==> src/hw/rtl/slxfr_pkg.sv <==
// Shared types and constants of the sync/type/length/XOR frame receiver.
package slxfr_pkg;

  localparam int unsigned ByteW = 8;
  localparam logic [ByteW-1:0] SyncReset = 8'hAA;

  // Receiver phase, one-hot
  typedef enum logic [4:0] {
    PhHunt    = 5'b00001,
    PhType    = 5'b00010,
    PhLength  = 5'b00100,
    PhPayload = 5'b01000,
    PhCheck   = 5'b10000
  } phase_e;

  // One result item from the frame parser
  typedef struct packed {
    logic             valid;
    logic [ByteW-1:0] data_byte;
    logic [ByteW-1:0] frame_type;
    logic [ByteW-1:0] frame_length;
    logic [ByteW-1:0] byte_index;
    logic             end_of_frame;
    logic             checksum_ok;
  } result_t;

endpackage

==> src/hw/rtl/slxfr_core.sv <==
// Frame parser: phase register, header capture, payload count and running XOR.
module slxfr_core (
  input  logic                        clk_i,
  input  logic                        rst_ni,
  input  logic                        take_i,     // byte transfer this cycle
  input  logic [slxfr_pkg::ByteW-1:0] byte_i,
  input  logic [slxfr_pkg::ByteW-1:0] sync_value_i,
  output slxfr_pkg::result_t          result_o
);

  slxfr_pkg::phase_e           phase_q, phase_d;
  logic [slxfr_pkg::ByteW-1:0] type_q, type_d;
  logic [slxfr_pkg::ByteW-1:0] length_q, length_d;
  logic [slxfr_pkg::ByteW-1:0] count_q, count_d;
  logic [slxfr_pkg::ByteW-1:0] xor_q, xor_d;
  logic [slxfr_pkg::ByteW-1:0] count_inc;

  assign count_inc = count_q + slxfr_pkg::ByteW'(1);

  // Advance the phase and build the result for the incoming byte
  always_comb begin
    phase_d  = phase_q;
    type_d   = type_q;
    length_d = length_q;
    count_d  = count_q;
    xor_d    = xor_q;
    result_o = '0;
    result_o.frame_type   = type_q;
    result_o.frame_length = length_q;
    if (take_i) begin
      case (phase_q)
        slxfr_pkg::PhType: begin
          type_d  = byte_i;
          xor_d   = byte_i;
          phase_d = slxfr_pkg::PhLength;
        end
        slxfr_pkg::PhLength: begin
          length_d = byte_i;
          xor_d    = xor_q ^ byte_i;
          count_d  = '0;
          phase_d  = (byte_i == '0) ? slxfr_pkg::PhCheck : slxfr_pkg::PhPayload;
        end
        slxfr_pkg::PhPayload: begin
          xor_d   = xor_q ^ byte_i;
          count_d = count_inc;
          if (count_inc == length_q) begin
            phase_d = slxfr_pkg::PhCheck;
          end
          result_o.valid      = 1'b1;
          result_o.data_byte  = byte_i;
          result_o.byte_index = count_q;
        end
        slxfr_pkg::PhCheck: begin
          phase_d               = slxfr_pkg::PhHunt;
          result_o.valid        = 1'b1;
          result_o.end_of_frame = 1'b1;
          result_o.checksum_ok  = (xor_q == byte_i);
        end
        default: begin
          // Hunt: drop everything but the sync byte
          phase_d = (byte_i == sync_value_i) ? slxfr_pkg::PhType : slxfr_pkg::PhHunt;
        end
      endcase
    end
  end

  always_ff @(posedge clk_i or negedge rst_ni) begin
    if (!rst_ni) begin
      phase_q  <= slxfr_pkg::PhHunt;
      type_q   <= '0;
      length_q <= '0;
      count_q  <= '0;
      xor_q    <= '0;
    end else begin
      phase_q  <= phase_d;
      type_q   <= type_d;
      length_q <= length_d;
      count_q  <= count_d;
      xor_q    <= xor_d;
    end
  end

endmodule

==> src/hw/rtl/sync_length_xor_frame_receiver_top.sv <==
// Top level of the sync/type/length/XOR frame receiver with its output register.
// Results: a payload or checksum byte gives its result in the cycle after its transfer.
// Throughput: one byte per cycle; the input stalls only while a held result
//   is not taken by the downstream side (single output register).
// Reset: phase returns to hunting, header, count and XOR clear to zero,
//   sync value returns to 0xAA, and the output register empties.
module sync_length_xor_frame_receiver_top (
  input  logic        clk_i,
  input  logic        rst_ni,
  // Configuration: sync value
  input  logic        sync_we_i,
  input  logic [7:0]  sync_wdata_i,
  // Byte input
  input  logic        s_axis_tvalid,
  output logic        s_axis_tready,
  input  logic [7:0]  s_axis_tdata,   // [7:0] rx_byte
  // Result output
  output logic        m_axis_tvalid,
  input  logic        m_axis_tready,
  // [7:0] data_byte, [15:8] frame_type, [23:16] frame_length, [31:24] byte_index
  output logic [31:0] m_axis_tdata,
  output logic        m_axis_tlast,   // end_of_frame
  output logic        m_axis_tuser    // [0] checksum_ok
);

  logic [slxfr_pkg::ByteW-1:0] sync_q, sync_d;
  logic                        take;
  slxfr_pkg::result_t          result;
  slxfr_pkg::result_t          out_q, out_d;
  logic                        out_valid_q, out_valid_d;

  // Hold the sync value until written
  assign sync_d = sync_we_i ? sync_wdata_i : sync_q;

  assign s_axis_tready = !out_valid_q || m_axis_tready;
  assign take          = s_axis_tvalid && s_axis_tready;

  slxfr_core u_core (
    .clk_i        (clk_i),
    .rst_ni       (rst_ni),
    .take_i       (take),
    .byte_i       (s_axis_tdata),
    .sync_value_i (sync_q),
    .result_o     (result)
  );

  // Drain the output register on a transfer, load it with a new result
  always_comb begin
    out_valid_d = out_valid_q;
    out_d       = out_q;
    if (out_valid_q && m_axis_tready) begin
      out_valid_d = 1'b0;
    end
    if (result.valid) begin
      out_valid_d = 1'b1;
      out_d       = result;
    end
  end

  always_ff @(posedge clk_i or negedge rst_ni) begin
    if (!rst_ni) begin
      sync_q      <= slxfr_pkg::SyncReset;
      out_valid_q <= 1'b0;
    end else begin
      sync_q      <= sync_d;
      out_valid_q <= out_valid_d;
    end
  end

  always_ff @(posedge clk_i) begin
    out_q <= out_d;
  end

  assign m_axis_tvalid = out_valid_q;
  assign m_axis_tdata  = {out_q.byte_index, out_q.frame_length,
                          out_q.frame_type, out_q.data_byte};
  assign m_axis_tlast  = out_q.end_of_frame;
  assign m_axis_tuser  = out_q.checksum_ok;

endmodule

==> config.mk <==
export PLATFORM = sky130hd
export DESIGN_NAME = sync_length_xor_frame_receiver_top
export DESIGN_NICKNAME = d
export VERILOG_FILES = /design/src/hw/rtl/slxfr_pkg.sv /design/src/hw/rtl/slxfr_core.sv /design/src/hw/rtl/sync_length_xor_frame_receiver_top.sv
export SDC_FILE = /design/constraint.sdc
export NUM_CORES = 1
export LEC_CHECK = 0
export ABC_AREA = 1
export BUFFER_PORTS_ARGS = -buffer_cell sky130_fd_sc_hd__buf_2
export CAP_MARGIN = 20
export CORE_MARGIN = 5
export CORE_UTILIZATION = 25
export CTS_BUF_LIST = sky130_fd_sc_hd__clkbuf_4
export DETAILED_ROUTE_END_ITERATION = 10
export PLACE_DENSITY = 0.51
export SLEW_MARGIN = 10
export SYNTH_ARGS = -nofsm -noshare
export SYNTH_HDL_FRONTEND = slang
export SYNTH_SLANG_ARGS = --single-unit
==> constraint.sdc <==
create_clock -name clk_i -period 5.5 [get_ports clk_i]
set_input_delay 0.55 -clock clk_i [delete_from_list [all_inputs] [get_ports clk_i]]
set_output_delay 0.55 -clock clk_i [all_outputs]
set_load 0.03 [all_outputs]
==> parameters.txt, run 1 <==
Parameter                              Value

Route
  Wirelength, routed    8.13 mm
  Remaining design rule violation count    0
  Via count of the routed design    2662
  Wire length per cell after detailed routing    13.2 microns
  Vias/cell    4.31
  First drt pass iteration count    4
  Initial DRC Count    167
  Remaining antenna violation count after routing    0

Finish
  Net count, final    454
  Top library cells by usage in the layout, fill and taps aside    95 x sky130_fd_sc_hd__nand2_1, 56 x sky130_fd_sc_hd__buf_2, 41 x sky130_fd_sc_hd__dfrtp_1, 40 x sky130_fd_sc_hd__inv_1, 37 x sky130_fd_sc_hd__nor2_1
  Antenna Cells    0
  Synthesis-to-finish area growth    19.3%
  Final Util    30.4%
  Most frequent standard cell in the layout excluding fill and tap cells    sky130_fd_sc_hd__nand2_1
  Fraction of layout cells with a size suffix above 1    21.7%
  Number of filler cells placed in the layout    1473

CTS
  Setup bufs post-CTS    0
  CTS tree    built
  Worst skew pair latency    0.45 ns
  Clock root buffer    sky130_fd_sc_hd__clkbuf_4
  CTS H-tree depth    3
  Post-cts sizing count    0
  Clock input transition at the sequential cells of the worst setup and hold paths    0.14 ns
  Sinks on Clock Net    80
  TritonCTS buffer count    9
  Maximum number of buffers from clock root to sink    2
  Count of hold-fix buffers inserted at cts    0

Job
  Number of max-cap violations    0

Placed design
  Input/output buffers    56
  Routability-driven placement congestion ratio    0.819
  Detailed placer's ending HPWL    6.07 mm

Timing
  Worst slack on hold paths    0.179 ns
  Maximum clock frequency    384 MHz
  Final-report setup violation count    0
  Time the final worst path needs with I/O delays and setup    2.60 ns
  Total Negative Setup Slacks    0 ns
  Post-route clock period utilization    47.4%
  Clock skew after layout    0.00998 ns
  Number of hold violations in the final report    0
  Final-report max-slew violation count    0
  Slew at the pin closest to its max-slew limit    0.687 ns
  Setup repair after global routing missed its margin    no
  Worst slew margin    54.1%

Global route
  Via count of the first global-routing pass    2690
  Global route hottest layer    met2
  GRT met1 Usage    13.0%
  Residual overflow from global routing    0
  First-pass GRT wire length    13.3 mm
  GRT Util Overall    10.3%
  Number of antenna violations at the first check in global routing    0
  GRT met3 Usage    4.07%
  Maximum number of pins on one net before global-route repair    47
  Global routing usage on met2    16.4%

Floorplanning
  Core Box Area    0.0139 sq mm
  X dimension of the die    129 microns
  Number of placed I/O pins    57
  Starting density of the core    25.5%
  Die Y-Extent    129 microns
  Die Footprint    0.0166 sq mm
  Row count    43

Yosys
  Dominant cells by area after synthesis    sky130_fd_sc_hd__dfrtp_1 29%, sky130_fd_sc_hd__edfxtp_1 29%, sky130_fd_sc_hd__nand2_1 10%
  Post-synth top area cell    sky130_fd_sc_hd__dfrtp_1
  Number of enable flip-flop cells after synthesis    34
  Synthesis warning total    0
  Share of async-settable or async-resettable flops after synthesis    57.5%
  Flip-flop and latch count after synthesis    80
  Yosys cell types    26
  Post-synthesis cell count    369
  Post-synth design cell area    0.00354 sq mm
  Area fraction of the dominant cell type after synthesis    29.0%
  Syn_area_per_cell    9.58 sq um
  Post-Syn Nets    391
  Share of synthesized area occupied by flip-flops and latches    61.6%
  Most common flop cell mapped by yosys    sky130_fd_sc_hd__dfrtp_1

Pwr
  Pwr per Cell Area    350 mW/mm^2
  Final total power    1.48 mW
  Peak supply drop    0.000132 V
  Leakage power summed over all cells    1.93 nW

Critical path
  Crit path max fanout    23
  Crit Path Category    register to register
  Critical path data arrival time    2.75 ns
  Crit path launch type    register
  Type of element capturing the critical path    register
  WP data required    5.64 ns

Min path
  Hold WC Path Type    input pin to asynchronous set/reset pin

Run status
  Outcome    completed
==> per-layer routing <==
metal / vias up / wire length (microns)
met2: 59 / 3770
li1: 1348 / -
met1: 1241 / 3750
met3: 14 / 510
met5: - / 0
met4: 0 / 104
==> Yosys cell counts, types with 3 or more instances <==
cell type	n
sky130_fd_sc_hd__a31oi_1	8
sky130_fd_sc_hd__clkbuf_1	3
sky130_fd_sc_hd__dfrtp_1	41
sky130_fd_sc_hd__dfstp_2	5
sky130_fd_sc_hd__edfxtp_1	34
sky130_fd_sc_hd__inv_1	40
sky130_fd_sc_hd__mux2_2	3
sky130_fd_sc_hd__nand2_1	95
sky130_fd_sc_hd__nand2_2	7
sky130_fd_sc_hd__nand3_1	27
sky130_fd_sc_hd__nand4_1	10
sky130_fd_sc_hd__nor2_1	37
sky130_fd_sc_hd__nor2_2	3
sky130_fd_sc_hd__o21ai_0	29
sky130_fd_sc_hd__xnor2_1	4
sky130_fd_sc_hd__xor2_1	9
==> cell families (layout without fill, tap and decap cells) <==
logic type,count (synthesis),in the layout,share of synthesized area (%)
adder cells (fa/ha/maj),1,1,0.354
buffers and inverters,48,116,5.38
multiplexers,3,3,0.955
AND/OR/NAND/NOR,183,183,22.3
XOR/XNOR,13,13,3.22
AO/OA/AOI/OAI,41,41,6.23
flip-flops,80,80,61.6
==> sequential cells by signal, summed over array words and instances (netlist names), 5 cells and up <==
register	flops
u_core.length_q	8
u_core.phase_q	5
u_core.type_q	8
m_axis_tdata	32
u_core.count_q	8
u_core.xor_q	8
sync_q	8
==> layout make-up <==
type	instances	area [sq um]	area share [%]
flip-flops and latches	80	2180	51.6
multi-input cells	241	1170	27.7
repair buffers	58	295	7.00
well taps	180	225	5.34
inverters	42	158	3.74
clock inverters	7	126	3.00
clock buffers	9	67.6	1.60
==> report_power, final <==
part / switching [mW] / leakage, nW / internal, mW / total, mW
Sequential: 0.0656 / 0.874 / 0.689 / 0.754
Combinational: 0.161 / 0.955 / 0.102 / 0.264
Clock: 0.222 / 0.0991 / 0.236 / 0.458
Total: 0.449 / 1.93 / 1.03 / 1.48
==> through the flow <==
stage / cells / setup WS, ns / cell area, sq um
2_1_floorplan: 369 / 3.01 / 3540
3_5_place_dp: 601 / 2.72 / 4020
6_report: 617 / 2.90 / 4220
4_1_cts: 617 / 2.82 / 4220
5_1_grt: 617 / 2.64 / 4220
3_3_place_gp: 601 / 2.81 / 4020
==> critical path: stages, from the launching register on <==
cell	delay [ns]
sky130_fd_sc_hd__dfrtp_1	0.41
sky130_fd_sc_hd__nor2_1	0.16
sky130_fd_sc_hd__nand3_1	0.18
sky130_fd_sc_hd__nor2_2	0.26
sky130_fd_sc_hd__inv_1	0.37
sky130_fd_sc_hd__nand2_1	0.51
sky130_fd_sc_hd__buf_4	0.39
==> worst paths after layout <==
| check | slack [ns] | cells past startpoint | to | from |
|---|---|---|---|---|
| max | 2.90 | 6 | m_axis_tdata[20] | u_core.phase_q[1] |
| min | 0.18 | 2 | u_core.xor_q[3] | rst_ni |
| max reg2reg | 2.90 | 6 | m_axis_tdata[20] | u_core.phase_q[1] |
| min reg2reg | 0.47 | 0 | m_axis_tdata[11] | u_core.type_q[3] |
| max in group asynchronous | 4.91 | 2 | u_core.count_q[1] | rst_ni |
| min in group clk_i | 0.31 | 3 | sync_q[0] | sync_wdata_i[0] |
No activity file was read; power rests on OpenSTA's default activity.
==> run 2: changes to the inputs <==
==> constraint.sdc (replaced) <==
create_clock -name clk_i -period 2.5 [get_ports clk_i]
set_input_delay 0.25 -clock clk_i [delete_from_list [all_inputs] [get_ports clk_i]]
set_output_delay 0.25 -clock clk_i [all_outputs]
set_load 0.03 [all_outputs]
==> run 2 against run 1 <==
- via count up 0.75%
- setup slack worse by 2.3 ns
- design area up 1.5%
- global-route usage down 0.12 points
- power up 110%
- count of clock-buffer cells in the layout unchanged
- worst hold slack worse by 0.13 ns
- critical path depth unchanged
- wire length down 0.17%
- flip-flop and latch count unchanged
- highest routed layer unchanged
==> parameters.txt, run 2 (synthesis gave the netlist of run 1 again) <==
Parameter                              Value

CTS
  Worst skew pair latency    0.44 ns (about the same)
  Post-cts sizing count    0 (unchanged)
  Clock root buffer    sky130_fd_sc_hd__clkbuf_4
  CTS H-tree depth    3 (unchanged)
  Maximum number of buffers from clock root to sink    2 (unchanged)
  Clock input transition at the sequential cells of the worst setup and hold paths    0.12 ns (-0.02 ns)
  TritonCTS buffer count    9 (unchanged)
  Sinks on Clock Net    80 (unchanged)
  CTS tree    built

Finish
  Top library cells by usage in the layout, fill and taps aside    95 x sky130_fd_sc_hd__nand2_1, 56 x sky130_fd_sc_hd__buf_2, 41 x sky130_fd_sc_hd__dfrtp_1, 40 x sky130_fd_sc_hd__inv_1, 37 x sky130_fd_sc_hd__nor2_1
  Summed area of non-filler cells in the final layout    0.00428 sq mm (+1.5%)
  Final Util    30.8% (+0.46 points)
  Most frequent standard cell in the layout excluding fill and tap cells    sky130_fd_sc_hd__nand2_1
  Synthesis-to-finish area growth    21.1%
  Net count, final    462 (+1.8%)
  Number of flip-flops under the largest register name    32 (unchanged)
  Number of filler cells placed in the layout    1490 (+1.2%)
  Fraction of layout cells with a size suffix above 1    21.6% (-0.17 points)
  Antenna Cells    0 (unchanged)

Critical path
  Critical Path Slowest Stage Cell    sky130_fd_sc_hd__dfrtp_1
  Depth of the worst register-to-register path    6 (unchanged)
  Type of element capturing the critical path    register
  Reg2Reg Setup Slack    0.57 ns (-2.33 ns)
  Largest stage delay on the critical path    0.41 ns (-0.10 ns)
  Crit path max fanout    28 (+22%)
  Critical path data arrival time    2.08 ns (-0.67 ns)
  Crit Path Category    register to register
  Crit path cell chain    nor2_1, nand3_1, nor2_2, inv_1, nand2_1, buf_12
  Crit path launch type    register
  WP data required    2.65 ns (-2.99 ns)

Route
  First drt pass iteration count    4 (unchanged)
  Wirelength, routed    8.11 mm (-0.17%)
  Wire length per cell after detailed routing    13.0 microns (-1.5%)
  Remaining design rule violation count    0 (unchanged)
  Remaining antenna violation count after routing    0 (unchanged)
  Via count of the routed design    2682 (+0.75%)
  Initial DRC Count    199 (+19%)
  Vias/cell    4.29 (-0.54%)

Timing
  Worst slack on hold paths    0.0523 ns (-0.127 ns)
  Final-report setup violation count    0 (unchanged)
  Number of hold violations in the final report    0 (unchanged)
  Maximum clock frequency    518 MHz (+35%)
  Final-report max-slew violation count    0 (unchanged)
  Time the final worst path needs with I/O delays and setup    1.93 ns (-0.674 ns)
  Slew at the pin closest to its max-slew limit    0.612 ns (-0.0750 ns)
  Setup repair after global routing missed its margin    no
  Clock skew after layout    0.0190 ns (+0.00905 ns)
  Total Negative Setup Slacks    0 ns (unchanged)
  Post-route clock period utilization    77.2% (+30 points)
  Worst slew margin    59.2% (+5.1 points)

Placed design
  Routability-driven placement congestion ratio    0.749 (-8.5%)
  Detailed placer's ending HPWL    6.00 mm (-1.2%)
  Cell area after placement    0.00404 sq mm (+0.50%)
  Input/output buffers    56 (unchanged)

Floorplanning
  X dimension of the die    129 microns (unchanged)
  Starting density of the core    25.5% (unchanged)
  Row count    43 (unchanged)
  Die Y-Extent    129 microns (unchanged)
  Number of placed I/O pins    57 (unchanged)
  Core Box Area    0.0139 sq mm (unchanged)
  Die Footprint    0.0166 sq mm (unchanged)

Global route
  GRT Util Overall    10.2% (-0.12 points)
  Number of antenna violations at the first check in global routing    0 (unchanged)
  Residual overflow from global routing    0 (unchanged)
  Via count of the first global-routing pass    2646 (-1.6%)
  First-pass GRT wire length    13.2 mm (-1.1%)
  Maximum number of pins on one net before global-route repair    47 (unchanged)

Job
  Number of max-cap violations    0 (unchanged)

Pwr
  Final total power    3.15 mW (+110%)
  Leakage power summed over all cells    1.96 nW (+1.5%)
  Pwr per Cell Area    735 mW/mm^2 (+110%)
  Peak supply drop    0.000203 V (+54%)

Min path
  Min-Delay Path Depth    2
  Hold WC Path Type    input pin to register

Run status
  Outcome    completed
-- run 2: cell types whose count changed in the layout (fill, tap and decap cells not counted) --
cell                            before  now
sky130_fd_sc_hd__buf_12              0    1
sky130_fd_sc_hd__inv_8               1    0
sky130_fd_sc_hd__clkinv_4            0    1
sky130_fd_sc_hd__dlygate4sd3_1       0    7
sky130_fd_sc_hd__inv_6               2    3
sky130_fd_sc_hd__clkinv_2            0    1
sky130_fd_sc_hd__bufinv_16           3    2
sky130_fd_sc_hd__clkinvlp_4          1    0
-- run 2: power by group --
part | leakage, nW | switching (mW) | internal, mW
Sequential | 0.874 | 0.144 | 1.52
Combinational | 0.991 | 0.355 | 0.232
Clock | 0.0913 | 0.484 | 0.416
-- run 2: critical path, delay by kind of cell, from the launching register on --
kind	cells	cell delay, ns
buffers and inverters	2	0.34
AND/OR/NAND/NOR	4	0.89
flip-flops	1	0.41
-- run 2: final timing paths --
| check | from | end |
|---|---|---|
| max reg2reg | u_core.phase_q[1] | m_axis_tdata[19] |
| max in group asynchronous | rst_ni | u_core.xor_q[6] |
| max | u_core.phase_q[1] | m_axis_tdata[19] |
| min reg2reg | u_core.type_q[4] | m_axis_tdata[12] |
| min in group asynchronous | rst_ni | sync_q[4] |
| min | sync_wdata_i[7] | sync_q[7] |
-- run 2: layout make-up --
type | count | area (sq um) | share of cell area [%]
flip-flops and latches | 80 | 2180 | 50.9
repair buffers | 66 | 385 | 9.00
multi-input cells | 241 | 1170 | 27.3
inverters | 42 | 158 | 3.68
clock buffers | 9 | 67.6 | 1.58
clock inverters | 7 | 100 | 2.34
well taps | 180 | 225 | 5.26
-- run 2: stage by stage --
step                std cells  worst slack, ns
detailed placement        602            0.529
CTS                       624            0.532
floorplan                 369           0.0366
finish                    625            0.569
global route              625            0.396
global placement          602            0.606
-- run 2: per-layer routing --
| layer | wire length, microns | track usage [%] |
|---|---|---|
| met4 | 30 | 2.78 |
| met2 | 3860 | 16.5 |
| met3 | 557 | 4.03 |
| met1 | 3660 | 12.7 |
| met5 | 0 | 0 |
-- run 2: repair_timing --
item / 4_1_cts / 5_1_grt
hold buffers: 6 / 1
hold endpoints to repair: 46 / 1
buffers inserted: 0 / 0
==> run 3: changes to the inputs <==
--- a/config.mk
+++ b/config.mk
@@ -12,7 +12,7 @@
 export CORE_UTILIZATION = 25
 export CTS_BUF_LIST = sky130_fd_sc_hd__clkbuf_4
 export DETAILED_ROUTE_END_ITERATION = 10
-export PLACE_DENSITY = 0.51
+export PLACE_DENSITY = 0.52
 export SLEW_MARGIN = 10
 export SYNTH_ARGS = -nofsm -noshare
 export SYNTH_HDL_FRONTEND = slang
==> constraint.sdc (replaced) <==
create_clock -name clk_i -period 1.7 [get_ports clk_i]
set_input_delay 0.17 -clock clk_i [delete_from_list [all_inputs] [get_ports clk_i]]
set_output_delay 0.17 -clock clk_i [all_outputs]
set_load 0.03 [all_outputs]
==> run 3 against run 2 <==
- non-clock buffer count grew 22
- design area grew 9.6%
- cell count grew 3.8%
- die area is the same
- wire length grew 11%
- flip-flop and latch count is the same
- worst hold slack lost 0.023 ns
- critical endpoint is now m_axis_tuser
==> parameters.txt, run 3 (synthesis gave the netlist of run 1 again) <==
Parameter                              Value

Run status
  Outcome    completed

Min path
  End point of the worst hold path    sync_q[1]
  Hold WC Path Type    input pin to register
  Min-Delay Path Depth    3 (+1)
  Critical hold path startpoint    sync_we_i

Timing
  Total Negative Setup Slacks    0 ns (unchanged)
  Final-report max-slew violation count    0 (unchanged)
  Clock skew after layout    0.0280 ns (+0.00895 ns)
  Final-report setup violation count    0 (unchanged)
  Setup repair after global routing missed its margin    yes
  Number of hold violations in the final report    0 (unchanged)
  Post-route clock period utilization    99.4% (+22 points)
  Slew at the pin closest to its max-slew limit    0.469 ns (-0.143 ns)
  Time the final worst path needs with I/O delays and setup    1.69 ns (-0.241 ns)
  Maximum clock frequency    592 MHz (+14%)
  Worst slew margin    68.7% (+9.6 points)

Floorplanning
  Number of placed I/O pins    57 (unchanged)
  Die Y-Extent    129 microns (unchanged)
  Die Footprint    0.0166 sq mm (unchanged)
  Starting density of the core    25.5% (unchanged)
  Core Box Area    0.0139 sq mm (unchanged)
  X dimension of the die    129 microns (unchanged)
  Row count    43 (unchanged)

Route
  Remaining design rule violation count    0 (unchanged)
  Initial DRC Count    170 (-15%)
  Wirelength, routed    8.97 mm (+11%)
  Vias/cell    4.43 (+3.3%)
  Remaining antenna violation count after routing    0 (unchanged)
  First drt pass iteration count    4 (unchanged)
  Wire length per cell after detailed routing    13.8 microns (+6.5%)
  Via count of the routed design    2878 (+7.3%)

CTS
  Clock input transition at the sequential cells of the worst setup and hold paths    0.14 ns (+0.02 ns)
  TritonCTS buffer count    9 (unchanged)
  Clock root buffer    sky130_fd_sc_hd__clkbuf_4
  Sinks on Clock Net    80 (unchanged)
  Maximum number of buffers from clock root to sink    2 (unchanged)
  CTS tree    built
  Worst skew pair latency    0.46 ns (+0.02 ns)
  CTS H-tree depth    3 (unchanged)

Critical path
  Largest stage delay on the critical path    0.44 ns (+0.03 ns)
  Reg-to-reg critical path startpoint    u_core.phase_q[2]
  Crit path max fanout    9 (-68%)
  Critical path data arrival time    1.85 ns (-0.23 ns)
  Crit Path Category    register to register
  WP data required    1.86 ns (-0.79 ns)
  Depth of the worst register-to-register path    6 (unchanged)
  Reg-to-Reg End    m_axis_tuser
  Crit path cell chain    nor2_2, nand3_2, nor2_4, clkinvlp_4, buf_6, nand2_8
  Critical Path Slowest Stage Cell    sky130_fd_sc_hd__dfrtp_1
  Type of element capturing the critical path    register
  Reg2Reg Setup Slack    0.01 ns (-0.56 ns)
  Crit path launch type    register

Placed design
  Detailed placer's ending HPWL    6.16 mm (+2.6%)
  Routability-driven placement congestion ratio    0.831 (+11%)
  Number of placed cells counting well taps    608 (+1.0%)
  Input/output buffers    56 (unchanged)

Pwr
  Pwr per Cell Area    1050 mW/mm^2 (+43%)
  Leakage power summed over all cells    2.10 nW (+7.3%)
  Peak supply drop    0.000316 V (+56%)

Global route
  Number of antenna violations at the first check in global routing    0 (unchanged)
  First-pass GRT wire length    13.8 mm (+4.7%)
  Residual overflow from global routing    0 (unchanged)
  Via count of the first global-routing pass    2817 (+6.5%)
  GRT Util Overall    10.6% (+0.39 points)
  Maximum number of pins on one net before global-route repair    35 (-26%)

Job
  Number of max-cap violations    0 (unchanged)

Finish
  Antenna Cells    0 (unchanged)
  Fraction of layout cells with a size suffix above 1    30.1% (+8.5 points)
  Most frequent standard cell in the layout excluding fill and tap cells    sky130_fd_sc_hd__nand2_1
  Synthesis-to-finish area growth    32.7%
  Top library cells by usage in the layout, fill and taps aside    86 x sky130_fd_sc_hd__nand2_1, 56 x sky130_fd_sc_hd__buf_2, 40 x sky130_fd_sc_hd__dfrtp_1, 34 x sky130_fd_sc_hd__inv_1, 34 x sky130_fd_sc_hd__edfxtp_1
  Final instance count without filler cells    649 (+3.8%)
  Net count, final    486 (+5.2%)
  Number of flip-flops under the largest register name    32 (unchanged)
run 3: changes by cell type in the layout (fill, tap and decap cells not counted), moves of 4 or more:
cell,delta
sky130_fd_sc_hd__nor2_1,-6
sky130_fd_sc_hd__buf_4,+5
sky130_fd_sc_hd__inv_2,+4
sky130_fd_sc_hd__inv_1,-6
sky130_fd_sc_hd__buf_6,+5
sky130_fd_sc_hd__nand2_1,-9
sky130_fd_sc_hd__dlygate4sd3_1,+11
sky130_fd_sc_hd__nand2_2,+4
sky130_fd_sc_hd__nand3_1,-9
sky130_fd_sc_hd__nand3_2,+9
sky130_fd_sc_hd__nor2_2,+4
sky130_fd_sc_hd__nand2_4,+5
run 3: power breakdown:
part / internal [mW] / switching [mW]
Clock: 0.614 / 0.718
Combinational: 0.514 / 0.645
Sequential: 2.23 / 0.219
run 3: final cells by class:
cell class,instances,area (sq um)
Clock buffer,9,67.6
Clock inverter,7,101
Sequential cell,80,2180
Timing Repair Buffer,88,609
Tap cell,180,225
Fill cell,1425,9190
Multi-Input combinational cell,243,1350
Inverter,42,165
run 3: how the worst max path moves through the flow:
stage	startpoint	end	slack [ns]	cells past startpoint
3_5_place_dp	u_core.count_q[0]	u_core.phase_q[3]	-0.03	11
4_1_cts	u_core.count_q[0]	u_core.phase_q[3]	-0.001	11
5_1_grt	u_core.count_q[1]	u_core.phase_q[3]	-0.11	12
2_1_floorplan	m_axis_tvalid	m_axis_tdata[0]	0.008	6
6_report	u_core.phase_q[2]	m_axis_tuser	0.01	6
3_3_place_gp	u_core.phase_q[0]	m_axis_tdata[7]	0.04	6
run 3: timing repair:
action,4_1_cts,5_1_grt
hold buffers,18,0
pin swaps,3,19
resized for setup,5,37
setup endpoints to repair,5,65
setup buffers,0,5
gates cloned,0,2
endpoints found under the hold margin,35,0
run 3: metrics by stage:
stage / total power, mW / cell area (sq um) / setup WS [ns] / hold WS, ns / utilization [%]
after floorplan: 3.08 / 3560 / 0.00827 / -0.126 / -
after global placement: 3.34 / 4120 / 0.0391 / 0.152 / 29.7
after detailed placement: 3.37 / 4120 / -0.0333 / 0.153 / 29.7
after CTS: 4.82 / 4500 / -0.00143 / 0.00187 / 32.4
after global routing: 5.24 / 4690 / -0.113 / 0.0301 / 33.8
final: 4.94 / 4690 / 0.0104 / 0.0292 / 33.8
run 3: worst max-delay path, delay by kind of cell, from the launching register on:
kind / cells / cell delay (ns)
flops: 1 / 0.44
buf+inv: 2 / 0.41
simple gates: 4 / 0.53
run 3: per-layer routing:
layer | global-route usage, % | wire, microns | vias up
met5 | 0 | 0 | -
met4 | 2.90 | 77 | 0
met3 | 3.69 | 567 | 10
met2 | 17.5 | 4540 | 82
met1 | 13.1 | 3790 | 1374
li1 | - | - | 1412
